--- src/rtl/rmtt_pkg.sv ---
// Types, codes and helpers shared by the range translation table.
`default_nettype none
package rmtt_pkg;

  localparam logic [1:0] MODE_MAP   = 2'd0;
  localparam logic [1:0] MODE_UNMAP = 2'd1;
  localparam logic [1:0] MODE_FWD   = 2'd2;
  localparam logic [1:0] MODE_REV   = 2'd3;

  localparam logic [1:0] ST_OK      = 2'd0;
  localparam logic [1:0] ST_NOMATCH = 2'd1;
  localparam logic [1:0] ST_FULL    = 2'd2;
  localparam logic [1:0] ST_NULL    = 2'd3;

  localparam logic [31:0] WINDOW_RESET = 32'h1300_0000;
  localparam logic [1:0]  LANE_MASK    = 2'h3;

  localparam logic REG_WINDOW_BASE = 1'b0;

  typedef struct packed {
    logic [1:0]  mode;
    logic [63:0] host_address;
    logic [31:0] emulated_address;
    logic [31:0] length;
  } in_item_t;

  typedef struct packed {
    logic [1:0]  status;
    logic [31:0] emulated_result;
    logic [63:0] host_result;
    logic [63:0] region_host_base;
    logic [31:0] region_length;
  } out_item_t;

  typedef struct packed {
    logic [63:0] host_base;
    logic [31:0] mapped_base;
    logic [31:0] length;
  } entry_t;

  typedef struct packed {
    logic cmp_en;
    logic load_new;
    logic take_prev;
    logic take_next;
  } cell_ctl_t;

  // raise cand until its low lane bits equal the host's
  function automatic logic [31:0] align_to_host(input logic [31:0] cand,
                                                input logic [63:0] host);
    logic [1:0] delta;
    delta = (host[1:0] - cand[1:0]) & LANE_MASK;
    return cand + {30'b0, delta};
  endfunction

endpackage
`default_nettype wire

--- src/rtl/rmtt_cell.sv ---
// One table slot: holds a range, compares it, shifts with its neighbors.
`default_nettype none
module rmtt_cell (
  input  wire logic              clk,
  input  wire rmtt_pkg::cell_ctl_t ctl,
  input  wire rmtt_pkg::in_item_t  op,
  input  wire logic [31:0]       prev_end,
  input  wire logic [31:0]       new_base,
  input  wire rmtt_pkg::entry_t    prev_entry,
  input  wire rmtt_pkg::entry_t    next_entry,
  output rmtt_pkg::entry_t         entry,
  output logic [31:0]            end_out,
  output logic [31:0]            cand,
  output logic                   fit,
  output logic                   host_hit,
  output logic                   emu_hit
);
  import rmtt_pkg::*;

  entry_t      entry_r, entry_nxt;
  logic [31:0] cand_r;
  logic        host_hit_r, emu_hit_r;
  logic [63:0] host_end;
  logic [31:0] emu_end;
  logic [31:0] need;

  assign host_end = entry_r.host_base + {32'b0, entry_r.length};
  assign emu_end  = entry_r.mapped_base + entry_r.length;
  assign need     = cand_r + op.length;

  always_comb begin
    entry_nxt = entry_r;
    if (ctl.load_new) begin
      entry_nxt.host_base   = op.host_address;
      entry_nxt.mapped_base = new_base;
      entry_nxt.length      = op.length;
    end else if (ctl.take_prev) begin
      entry_nxt = prev_entry;
    end else if (ctl.take_next) begin
      entry_nxt = next_entry;
    end
  end

  always_ff @(posedge clk) begin
    entry_r <= entry_nxt;
    if (ctl.cmp_en) begin
      cand_r     <= align_to_host(prev_end, op.host_address);
      host_hit_r <= (op.host_address >= entry_r.host_base) &&
                    (op.host_address < host_end);
      emu_hit_r  <= (op.emulated_address >= entry_r.mapped_base) &&
                    (op.emulated_address < emu_end);
    end
  end

  assign entry    = entry_r;
  assign end_out  = emu_end;
  assign cand     = cand_r;
  assign fit      = entry_r.mapped_base >= need;
  assign host_hit = host_hit_r;
  assign emu_hit  = emu_hit_r;

endmodule
`default_nettype wire

--- config.mk ---
export PLATFORM = sky130hd
export DESIGN_NAME = rmtt_cell
export DESIGN_NICKNAME = d
export VERILOG_FILES = /design/src/rtl/rmtt_pkg.sv /design/src/rtl/rmtt_cell.sv
export SDC_FILE = /design/constraint.sdc
export NUM_CORES = 1
export LEC_CHECK = 0
export ABC_AREA = 1
export BUFFER_PORTS_ARGS = -buffer_cell sky130_fd_sc_hd__buf_2
export CORE_ASPECT_RATIO = 1.1
export CORE_MARGIN = 2
export CORE_UTILIZATION = 25
export CTS_BUF_LIST = sky130_fd_sc_hd__clkbuf_4 sky130_fd_sc_hd__clkbuf_8
export DETAILED_ROUTE_END_ITERATION = 8
export PLACE_DENSITY = 0.43
export REMOVE_ABC_BUFFERS = 1
export SYNTH_ARGS = -nofsm -noshare
export SYNTH_HDL_FRONTEND = slang
export SYNTH_SLANG_ARGS = --single-unit
--- constraint.sdc ---
create_clock -name clk -period 5.3 [get_ports clk]
set_input_delay 0 -clock clk [delete_from_list [all_inputs] [get_ports clk]]
set_output_delay 0 -clock clk [all_outputs]
set_load 0.1 [all_outputs]
==> impl_metrics.json, run 1 <==
{
  "status": "finished clean",
  "whs_ns": 0.06970,
  "grt_usage_pct": 23.85,
  "drive_gt1_share_pct": 18.75,
  "worstSetupPathType": "reg -> out",
  "syn_area_um2": 20680,
  "via_per_inst": 4.774,
  "path_cells": "ha_1 > nand2_1 > nor2_1 > nand2_1 > o21ai_1 > nand4_1 > nand3_1 > nand2_1 > ha_1 > nand2_1 > nor2_1 > nand2_1 > nor4_1 > nand4_1 > nand3_1 > buf_2",
  "hold_violations": 0,
  "slowest_delay_ns": 0.57,
  "rr_worst_depth": 25,
  "worst_pin_slew_ns": 0.9790,
  "startpoint_type": "flip-flop",
  "vias": 24200,
  "core_um2": 81890,
  "wirelength_mm": 102.8,
  "wl_per_cell_um": 20.27,
  "io_buffers": 647,
  "p_leak_nw": 14.14,
  "holdBufCountCts": 320,
  "skew_ns": 0.02864,
  "power.density_nw_per_um2": 306.2,
  "fin_crit_ns": 4.743,
  "timing.rr.start": "entry[64]",
  "drt-initial-drc-count": 1186,
  "die_h_um": 305.7,
  "setup_violations": 0,
  "n_fill_cell": 9035,
  "initial_core_util_pct": 25.25,
  "cp.arrival_ns": 4.74,
  "hold_path_depth": 3,
  "yosysWarnings": 0,
  "drv_slew": 0,
  "final_nets": 4760,
  "fin_setup_tns_ns": 0,
  "dr.pass1.iters": 6,
  "cpMostUsedCell": "nand2_1",
  "hold_path_class": "in -> reg",
  "rsz0062_at_grt": "false",
  "ys_seq_elements": 162,
  "ctsRootBufferMaster": "clkbuf_8",
  "synth_top_area_cell": "edfxtp_1",
  "drtAntennaViolNets": 0,
  "hpwl_mm": 86.74,
  "cts-resized-gates": 0,
  "cts_buffers": 17,
  "grt_overflow": 0,
  "cts_sinks": 162,
  "clkSlewWorstSetupHoldPaths_ns": 0.14,
  "synth_cells": 3037,
  "drc": 0,
  "worstPathMaxFanout": 5,
  "htree_levels": 4,
  "maxCapViolations": 0,
  "synthTopCellsByArea": "edfxtp_1 24%, ha_1 19%, nand2_1 14%",
  "first_global_vias": 24100,
  "crit_path_start": "cand[10]",
  "die-area_um2": 85040,
  "total_power_mw": 8.824,
  "relSlewSlack_pct": 34.73,
  "insertion_delay_ns": 0.63,
  "hp-start": "ctl[0]",
  "synth_ff_type": "edfxtp_1",
  "cts_tree": "built",
  "cp_data_required_time_ns": 5.30,
  "cts_setup_buffers": 0,
  "async_flop_share_pct": 0,
  "antenna_found_initial": 18,
  "ios": 650,
  "routabilityCongestion": 0.9640,
  "synthDistinctLibCells": 48,
  "fmax_mhz": 210.9,
  "synth.avg_cell_area_um2": 6.810,
  "rows": 110,
  "syn_to_final_growth_pct": 39.34,
  "end_kind": "output port",
  "fin_crit_sh_pct": 89.48,
  "yosysSeqAreaShare_pct": 23.52,
  "clk_path_buf_depth": 2,
  "crit_slowest_cell": "nor4_1",
  "grt_pass1_wl_mm": 151.3,
  "grt_max_degree": 80,
  "synth_edf_count": 162,
  "vdd_drop_max_mv": 0.1906,
  "fp.dieW_um": 278.2,
  "synth_top_area_share_pct": 23.52
}
## placed cells by master (no fill, tap or decap), types with 5 or more instances in the layout
cell type and instances:
clkbuf_8 17, a21oi_1 482, inv_1 333, buf_2 645
o21ai_1 8, diode_2 11, nand2_2 5, nand3_2 5
nand3b_1 5, nand4_1 41, nor2_1 352, nand2_1 778
o21bai_1 11, dlygate4sd3_1 320, nand3_1 114, xor2_1 54
inv_6 5, nor3_1 51, ha_1 318, xnor2_1 62
edfxtp_1 162, buf_4 16, a21o_1 10, o21ai_0 89
o211ai_1 5, fa_1 5, inv_2 5, nor4_1 14
nor2_2 11, clkinv_8 5, nor3_2 8, o21a_1 17
## sequential cells by signal (all words and copies together), names as in the netlist
signal    flops
entry       128
host_hit      1
emu_hit       1
cand         32
## power breakdown
part	internal [mW]	switching [mW]
clock	0.364	0.704
sequential	1.59	0.254
combinational	1.60	4.32
total	3.55	5.28
## cell usage after synthesis, types with 3 or more instances
| cell type | number |
|---|---|
| xnor2_1 | 62 |
| inv_1 | 334 |
| nor3_1 | 51 |
| nand3_2 | 5 |
| o21ai_2 | 3 |
| nand4_1 | 41 |
| nor2_1 | 352 |
| nand3b_1 | 5 |
| and3_1 | 3 |
| buf_1 | 3 |
| nor2_4 | 3 |
| o21ai_0 | 89 |
| nand2_1 | 779 |
| xor2_1 | 54 |
| nor2_2 | 11 |
| o21ai_1 | 8 |
| a21o_1 | 10 |
| nand2_2 | 5 |
| edfxtp_1 | 162 |
| ha_1 | 318 |
| o211ai_1 | 5 |
| fa_1 | 5 |
| clkbuf_1 | 52 |
| a21oi_1 | 482 |
| o21bai_1 | 11 |
| nor4_1 | 14 |
| o21a_1 | 17 |
| nor3_2 | 8 |
| inv_2 | 6 |
| nand3_1 | 114 |
## layout make-up
cell class,instances,area [um^2],share of cell area [%]
Clock inverter,15,180.2,0.6252
Timing Repair Buffer,982,6563,22.77
Clock buffer,17,234.0,0.8119
Antenna cell,11,27.53,0.09552
Multi-Input combinational cell,2479,14340,49.75
Inverter,340,1281,4.446
Sequential cell,162,4865,16.88
Tap cell,1064,1331,4.620
## stage by stage
step                      area, um^2  setup WS, ns  util (%)  cells
final                          28820        0.5574     35.19   5070
after global routing           28810        0.1827     35.18   5068
after CTS                      28790        0.4832     35.16   5059
after detailed placement       25170         1.054     30.74   4707
after global placement         25170         1.024     30.74   4707
after floorplan                20470        0.5455         -   2981
## final timing paths
kind	to	slack, ns
worst max-delay path	fit	0.56
worst min-delay path	entry[88]	0.07
worst max register to register	host_hit	1.00
worst min register to register	host_hit	1.28
## logic make-up after synthesis
group                    Yosys count  synth area share, %
AND/OR/NAND/NOR                 1404                28.49
adder cells (fa/ha/maj)          323                19.72
buffers and inverters            396                7.193
AO/OA/AOI/OAI                    635                16.08
XOR/XNOR                         117                4.991
flip-flops                       162                23.52
## metal layers
| metal | GRT usage (%) | part of all wire [%] | vias up | wire [um] |
|---|---|---|---|---|
| li1 | - | - | 12150 | - |
| met1 | 30.84 | 45 | 11220 | 46550 |
| met2 | 40.60 | 47 | 716 | 48110 |
| met3 | 4.402 | 5.5 | 109 | 5670 |
| met4 | 6.273 | 2.3 | 8 | 2369 |
| met5 | 0 | 0.058 | - | 60 |
## worst max-delay path, delay by kind of cell, from the launching register on
| family | cells | cell delay [ns] |
|---|---|---|
| AOI/OAI and AO/OA | 1 | 0.43 |
| and+or+nand+nor | 12 | 2.12 |
| DFF | 1 | 0.42 |
| buffers and inverters | 1 | 0.46 |
| adders and majority gates | 2 | 0.68 |
Power figures use the tool's default switching activity.
==> run 2, diff against run 1 <==
Settings changed: ABC_AREA 1 to default, CTS_CLUSTER_DIAMETER from default to 50, PLACE_DENSITY 0.43 to 0.44.
==> run 2 against run 1 <==
Net effect:
- largest cell class unchanged
- highest routed layer unchanged
- critical endpoint unchanged
- die area is 11% lower
- sequential cell count stayed put
- hold slack worse by 0.028 ns
- global-route usage is 3.4 points lower
- count of clock-buffer cells in the layout stayed put
==> impl_metrics.json, run 2 <==
{
  "drc": 0,
  "skew_ns": 0.01340,
  "synth_simple_gate_area_share_pct": 13.73,
  "power.density_nw_per_um2": 308.2,
  "drtAntennaViolNets": 0,
  "relSlewSlack_pct": 33.18,
  "clk_path_buf_depth": 2,
  "maxCapViolations": 0,
  "ios": 650,
  "grt_pass1_wl_mm": 117.2,
  "htree_levels": 4,
  "cp.arrival_ns": 5.01,
  "startpoint_type": "flip-flop",
  "fp.dieW_um": 262.6,
  "worstSetupPathType": "reg -> out",
  "fmax_mhz": 199.5,
  "routabilityCongestion": 0.8915,
  "largest_reg_flops": 128,
  "antenna_found_initial": 14,
  "combPwrFrac_pct": 65.3,
  "syn_to_final_growth_pct": 43.94,
  "power.switching_mw": 4.599,
  "clkSlewWorstSetupHoldPaths_ns": 0.12,
  "vdd_drop_max_mv": 0.1794,
  "grt_usage_pct": 20.47,
  "grt_max_degree": 160,
  "hold_path_depth": 2,
  "synth_top_family_by_area": "adder cells",
  "p_seq_share_pct": 22.1,
  "synth_top_area_share_pct": 26.45,
  "grt_overflow": 0,
  "drt-initial-drc-count": 926,
  "synthAdderAreaFrac_pct": 22.18,
  "final_common_cell": "buf_2",
  "hpwl_mm": 66.39,
  "final_nets": 3799,
  "synth_cells": 2070,
  "initial_core_util_pct": 25.19,
  "worst_pin_slew_ns": 1.002,
  "end_kind": "output port",
  "rows": 104,
  "hold_path_class": "in -> reg",
  "clkPwrFrac_pct": 12.6,
  "synth_edf_count": 162,
  "cts_tree": "built",
  "drv_slew": 0,
  "synth.avg_cell_area_um2": 8.884,
  "yosysSeqAreaShare_pct": 26.45,
  "insertion_delay_ns": 0.58,
  "synth_ff_type": "edfxtp_1",
  "drive_gt1_share_pct": 24.26,
  "p_int_mw": 3.559,
  "first_global_vias": 19660,
  "crit_slowest_cell": "o211ai_1",
  "yosys-top-cells-count": "318 x ha_1, 219 x o21ai_0, 209 x nand2_1",
  "die-area_um2": 75750,
  "p_sw_share_pct": 56.38,
  "vias": 19160,
  "min_to": "host_hit",
  "rr_worst_depth": 18,
  "cp_data_required_time_ns": 5.30,
  "dr.pass1.iters": 7,
  "p_leak_nw": 12.88,
  "worstReg2RegEnd": "host_hit",
  "mostFrequentLayoutCells": "644 x buf_2, 318 x ha_1, 318 x dlygate4sd3_1",
  "hp-start": "ctl[3]",
  "wirelength_mm": 79.95,
  "ctsRootBufferMaster": "clkbuf_8",
  "via_per_inst": 4.799,
  "async_flop_share_pct": 0,
  "yosysMostFrequentCell": "ha_1",
  "core_um2": 73000,
  "setup_ws_ns": 0.2865,
  "hold_violations": 0,
  "io_buffers": 647,
  "synth_compound_area_share_pct": 19.15,
  "cts_buffers": 17,
  "path_buf_inv": 1,
  "status": "finished clean",
  "fin_crit_sh_pct": 94.59,
  "setup_violations": 0,
  "yosysWarnings": 0,
  "slowest_delay_ns": 0.44,
  "path_cells": "ha_1 > fa_1 > a21o_1 > a21o_1 > a21oi_2 > o31ai_1 > a21oi_2 > o21ai_2 > a211oi_2 > o21ai_0 > xnor2_1 > ha_1 > nand4_1 > nor2_1 > nor4b_4 > nand2_1 > o211ai_1 > clkbuf_16",
  "worstPathMaxFanout": 4,
  "rsz0062_at_grt": "true",
  "ys_seq_elements": 162,
  "synth_top_area_cell": "edfxtp_1",
  "cts_sinks": 162,
  "synthTopCellsByArea": "edfxtp_1 26%, ha_1 22%, mux2i_1 7.0%",
  "die_h_um": 288.5,
  "synthMuxAreaShare_pct": 6.967,
  "r2r_slack_ns": 0.34,
  "synthDistinctLibCells": 69,
  "fin_cells": 3992,
  "syn_area_um2": 18390,
  "fin_crit_ns": 5.014,
  "synth_xor_area_share_pct": 7.334,
  "timing.rr.start": "entry[1]",
  "place_inst": 3635,
  "path_delay_family": "compound AO/OA/AOI/OAI gates",
  "pre_cts_slack_ns": 0.2040,
  "wl_per_cell_um": 20.03
}
## run 2: timing repair
item | 4_1_cts | 5_1_grt
endpoints found under the setup margin | 1 | 2
pin swaps | 1 | 5
hold endpoints to repair | 161 | 0
resized for setup | 4 | 9
hold buffers | 318 | 0
setup buffers | 0 | 3
## run 2: power by group through the flow
stage	clock, mW	sequential, mW	combinational [mW]
global placement	0	1.84	5.05
detailed placement	0	1.84	5.09
floorplan	0	2.74	2.81
CTS	1.07	1.81	5.35
finish	1.03	1.80	5.33
global route	1.11	1.83	5.75
## run 2: cell type report
type                       count  area, um^2
inverter                     152       570.5
clock inverter                15       163.9
multi-input combinational   1704       12820
timing repair buffer         984        6614
tap                          954        1194
clock buffer                  17       234.0
sequential                   162        4865
antenna                        4       10.01
fill                        7534       46530
## run 2: worst reg2reg max path, cell delays in order (launching register included)
cell	delay, ns
edfxtp_1	0.51
ha_1	0.35
a211oi_1	0.36
o21ai_0	0.16
a31o_2	0.30
a31oi_4	0.27
o211ai_2	0.22
a21oi_2	0.31
o21a_1	0.34
nor2_1	0.10
xnor2_1	0.14
ha_1	0.31
nand4_1	0.11
or2_2	0.35
o221ai_1	0.31
nor2_1	0.09
nor4b_1	0.28
o31a_1	0.19
nor3_1	0.05
## run 2: kinds of logic after synthesis
group / count (synthesis)
xor+xnor: 154
flops: 162
fa+ha+maj: 323
compound gates: 574
simple gates: 525
buf+inv: 204
mux: 128
## run 2: how the worst max path moves through the flow
stage / from / end / cells past startpoint
floorplan: entry[33] / emu_hit / 19
global placement: entry[32] / emu_hit / 19
detailed placement: entry[0] / host_hit / 21
CTS: cand[1] / fit / 20
global route: cand[0] / fit / 18
finish: cand[0] / fit / 18
## run 2: metal layers
layer | up-vias | GRT usage [%] | part of all wire [%]
met5 | - | 0 | 0.079
met4 | 10 | 5.647 | 1.9
met3 | 80 | 3.189 | 4.1
met2 | 485 | 38.31 | 52
met1 | 9064 | 24.16 | 42
li1 | 9518 | - | -
## run 2: metrics by stage
stage | area, um^2 | utilization, % | power, mW | hold slack (ns) | setup TNS, ns
floorplan | 18190 | - | 5.547 | 0.1125 | -0.8955
global placement | 22790 | 31.22 | 6.886 | 0.2760 | 0
detailed placement | 22790 | 31.22 | 6.931 | 0.2862 | 0
CTS | 26400 | 36.16 | 8.235 | 0.002295 | 0
global route | 26470 | 36.26 | 8.690 | 0.03245 | -0.02239
finish | 26470 | 36.26 | 8.158 | 0.04202 | 0
